<file path="src/rtl/spde_ram.sv">
// ----------------------------------------------------------------------------
// Signal pending delivery engine RAM
// Single write port, single registered read port storage array.
// ----------------------------------------------------------------------------
module spde_ram #(
	parameter int DEPTH = 64,
	parameter int WIDTH = 64
) (
	input  logic                     clk,
	input  logic                     we,
	input  logic [$clog2(DEPTH)-1:0] waddr,
	input  logic [WIDTH-1:0]         wdata,
	input  logic [$clog2(DEPTH)-1:0] raddr,
	output logic [WIDTH-1:0]         rdata
);

	logic [WIDTH-1:0] mem [DEPTH];
	logic [WIDTH-1:0] rdata_q;

	always_ff @(posedge clk) begin
		if (we) begin
			mem[waddr] <= wdata;
		end
		rdata_q <= mem[raddr];
	end

	assign rdata = rdata_q;

endmodule

</file>
<file path="config.mk">
export PLATFORM = sky130hd
export DESIGN_NAME = spde_ram
export DESIGN_NICKNAME = d
export VERILOG_FILES = /design/src/rtl/spde_ram.sv
export SDC_FILE = /design/constraint.sdc
export NUM_CORES = 2
export LEC_CHECK = 0
export BUFFER_PORTS_ARGS = -buffer_cell sky130_fd_sc_hd__buf_2
export CORE_ASPECT_RATIO = 2
export CORE_MARGIN = 4
export CORE_UTILIZATION = 45
export CTS_BUF_LIST = sky130_fd_sc_hd__clkbuf_8
export DETAILED_ROUTE_END_ITERATION = 10
export PLACE_DENSITY_LB_ADDON = 0.08
export RECOVER_POWER = 50
export SETUP_SLACK_MARGIN = 0.3
export SLEW_MARGIN = 20
export SYNTH_ARGS = -nofsm -noshare
export SYNTH_HDL_FRONTEND = slang
export SYNTH_SLANG_ARGS = --single-unit
export TNS_END_PERCENT = 50
</file>
<file path="constraint.sdc">
create_clock -name clk -period 9.5 [get_ports clk]
set_clock_uncertainty 0.15 [all_clocks]
set_input_delay 1.9 -clock clk [delete_from_list [all_inputs] [get_ports clk]]
set_output_delay 1.9 -clock clk [all_outputs]
set_load 0.05 [all_outputs]
</file>
==> metrics.md <==
| Metric | Value |
|---|---|
| Status | `finished with violations` |
| Failing checks | `max-capacitance violations, max-slew violations` |
| Max Root-Sink Buffers | `4` |
| Reg2reg start | `mem[63][9]` |
| Sequential area share after synthesis | `0.795` |
| CP arrival | `5.35 ns` |
| Largest area contributor in the netlist | `edfxtp_1` |
| Hold Path Depth | `4` |
| Max incr delay on CP | `1.62 ns` |
| Number of remaining DRC errors | `0` |
| Num Clock Sinks | `4,160` |
| IO Count | `142` |
| Setup ws final | `4.71 ns` |
| Switching part of the total | `0.229` |
| R2R depth | `5` |
| Crit path capture type | `flop` |
| Worst-Margin Slew | `3.34 ns` |
| Final GP Congestion | `0.774` |
| Worst skew pair latency | `1.10 ns` |
| Synthesized Nets | `6,676` |
| Area of the core | `345,000 um2` |
| Fin crit period | `4.79 ns` |
| Max-capacitance violation count | `68` |
| Reg power frac | `0.578` |
| Syn Inst Count | `6,598` |
| Worst min path class | `flop to flop` |
| Worst R2R Setup Slack | `7.16 ns` |
| CTS H-Tree Depth | `6` |
| Via-per-instance ratio | `6.19` |
| Worst slew margin | `-1.23` |
| Worst Hold Path EP | `rdata[18]` |
| Area contributors post-synth | `edfxtp_1 79%, mux4_2 15%, mux2i_1 0.86%` |
| Die Area | `358,000 um2` |
| Drt pass-1 iters | `5` |
| Hold path start | `mem[36][18]` |
| Post-synthesis area per instance | `23.7 um2` |
| Post-CTS Resized | `0` |
| Clock power share | `0.368` |
| Crit-path cells | `clkbuf_1 -> nand4b_1 -> nor2_4 -> clkbuf_1 -> buf_4` |
| Placed cell area | `164,000 um2` |
| CP Launch Type | `input port` |
| Min Hold Slack | `0.674 ns` |
| Layout cells sized above 1 | `0.280` |
| FP Rows | `305` |
| Postcts setup bufs | `0` |
| Top cell type's share of synthesized area | `0.787` |
| Cell family with most CP delay | `buffers and inverters` |
| Maximum vdd drop | `135 uV` |
| Hold_buf cts | `0` |
| Psw | `8.13 mW` |
| Bufs and invs on worst path | `3` |
| GRT Total Usage | `0.268` |
| Final hold violations | `0` |
| Asr flop ratio synth | `0` |
| Pin count of the biggest net entering global routing | `110` |
| Initial antenna violation count | `48` |
| Routed Antenna Nets | `0` |
| Syn. warnings | `0` |
| Register bit total from synthesis | `4,160` |
| PD cells | `203 nW/um2` |
| CTS Root Cell | `clkbuf_8` |
| Slowest-stage cell, CP | `clkbuf_1` |
| Starting density of the core | `0.453` |
| Drt wl/cell | `39.2 um` |
| TritonCTS clock tree | `yes` |
| Most frequent cell after synthesis | `edfxtp_1` |
| Vias in the first global route | `79,710` |
| Top post-synthesis cells by count | `4,096 x edfxtp_1, 1,024 x mux4_2, 170 x buf_2, 168 x a22oi_1, 140 x clkbuf_1` |
| Die W | `425 um` |
| Total CTS buffers | `591` |
| Final setup viols | `0` |
| Final HPWL DP | `265,000 um` |
| Die extent in y | `842 um` |
| Crit. Startpoint | `we` |
| R2r endpoint | `rdata[9]` |
| Leak pwr | `54.4 nW` |
| DP Worst Slack | `3.71 ns` |
| Buffers on Ports | `141` |
| Top FF cell, synth | `edfxtp_1` |
| Gate power share | `0.054` |
| Non-filler cells, final | `12,237` |
| CP required | `10.06 ns` |
| RSZ-0062 raised after global routing | `false` |
| WL final | `480,000 um` |
| Post-route cell area | `174,000 um2` |
| Area delta synth->final | `11.4%` |
| Clock Pin Slew Worst Setup and Hold Paths | `0.07 ns` |
| Synth Cell Area | `156,000 um2` |
| Detailed-route via count | `75,777` |
| CP max FO | `22` |
| Post-synth EDFFs | `4,096` |
| Netlist cell types | `33` |
| Tcrit/Tclk final | `0.504` |
| P_int | `27.3 mW` |
| F_max | `209 MHz` |
| Nets | `7,265` |
| CP most frequent cell | `clkbuf_1` |
| Initial DRC count | `7,819` |
| WS Path Type | `input port to flop` |
| Post-placement cell count | `11,193` |
| Global route overflow | `0` |
| Slew Limit Fails | `4,120` |
| First-pass GRT wire length | `657,000 um` |
| Setup TNS Final | `0 ns` |
## metrics by stage
| step | total power, mW | util |
|---|---|---|
| after floorplan | 21.8 | - |
| after global placement | 22.8 | 0.474 |
| after detailed placement | 22.8 | 0.474 |
| after CTS | 35.8 | 0.505 |
| after global routing | 36.6 | 0.504 |
| final | 35.4 | 0.504 |
## layout make-up
cell class	instances	area [um2]
Fill cell	27614	171000
Sequential cell	4160	124000
Multi-Input combinational cell	2049	30700
Clock buffer	642	8840
Tap cell	4605	5760
Timing Repair Buffer	366	2750
Clock inverter	378	1720
Inverter	19	71.3
Antenna cell	18	45.0
## worst reg2reg max path: stages, from the launching register on
cell and delay, ns:
edfxtp_1 0.36, mux4_2 0.51, mux2i_1 0.45, o22ai_1 0.16
a41oi_1 0.47, a211oi_1 0.10
## how the worst max path moves through the flow
stage	depth (start not counted)	endpoint	slack, ns
2_1_floorplan	4	mem[48][0]	2.01
3_3_place_gp	7	rdata[43]	3.73
3_5_place_dp	7	rdata[43]	3.71
4_1_cts	7	rdata[43]	4.88
5_1_grt	6	mem[52][52]	4.73
6_report	5	mem[52][31]	4.71
## cells in the final DEF, fill, tap and decap left out, drive strengths merged, types with 29 or more instances in the layout
cell type     n
mux2i       135
inv         250
clkbuf      716
a211oi       63
a22oi       168
a22o         88
nand3        45
buf         292
or3          29
edfxtp     4096
and3         64
dfxtp        64
o221ai       38
nor2        112
nand2        58
clkinv      123
o22ai        83
mux4       1024
## registers in the layout, summed over array words and instances (netlist names)
register,count
rdata,64
mem,4096
## routing by layer
| layer | vias to the layer above | global-route usage | wire [um] |
|---|---|---|---|
| met2 | 2991 | 0.498 | 265000 |
| li1 | 29684 | - | - |
| met1 | 42234 | 0.319 | 170000 |
| met4 | 22 | 0.0885 | 17400 |
| met3 | 846 | 0.0384 | 27000 |
| met5 | - | 0 | 180 |
## power by group through the flow
stage,combinational [mW],sequential (mW),clock [mW]
2_1_floorplan,0.946,20.9,0
3_3_place_gp,1.93,20.8,0
3_5_place_dp,1.96,20.8,0
4_1_cts,1.96,20.4,13.4
5_1_grt,2.02,20.5,14.2
6_report,1.91,20.5,13.1
## kinds of logic (layout without fill, tap and decap cells)
kind of cell / Yosys count / after routing / synth area share
flip-flops: 4160 / 4160 / 0.795
multiplexers: 1159 / 1159 / 0.156
AO/OA/AOI/OAI: 504 / 504 / 0.0248
buffers and inverters: 389 / 1405 / 0.0118
AND/OR/NAND/NOR: 386 / 386 / 0.0124
other: 0 / 18 / 0
(Power assumes the default switching activity.)
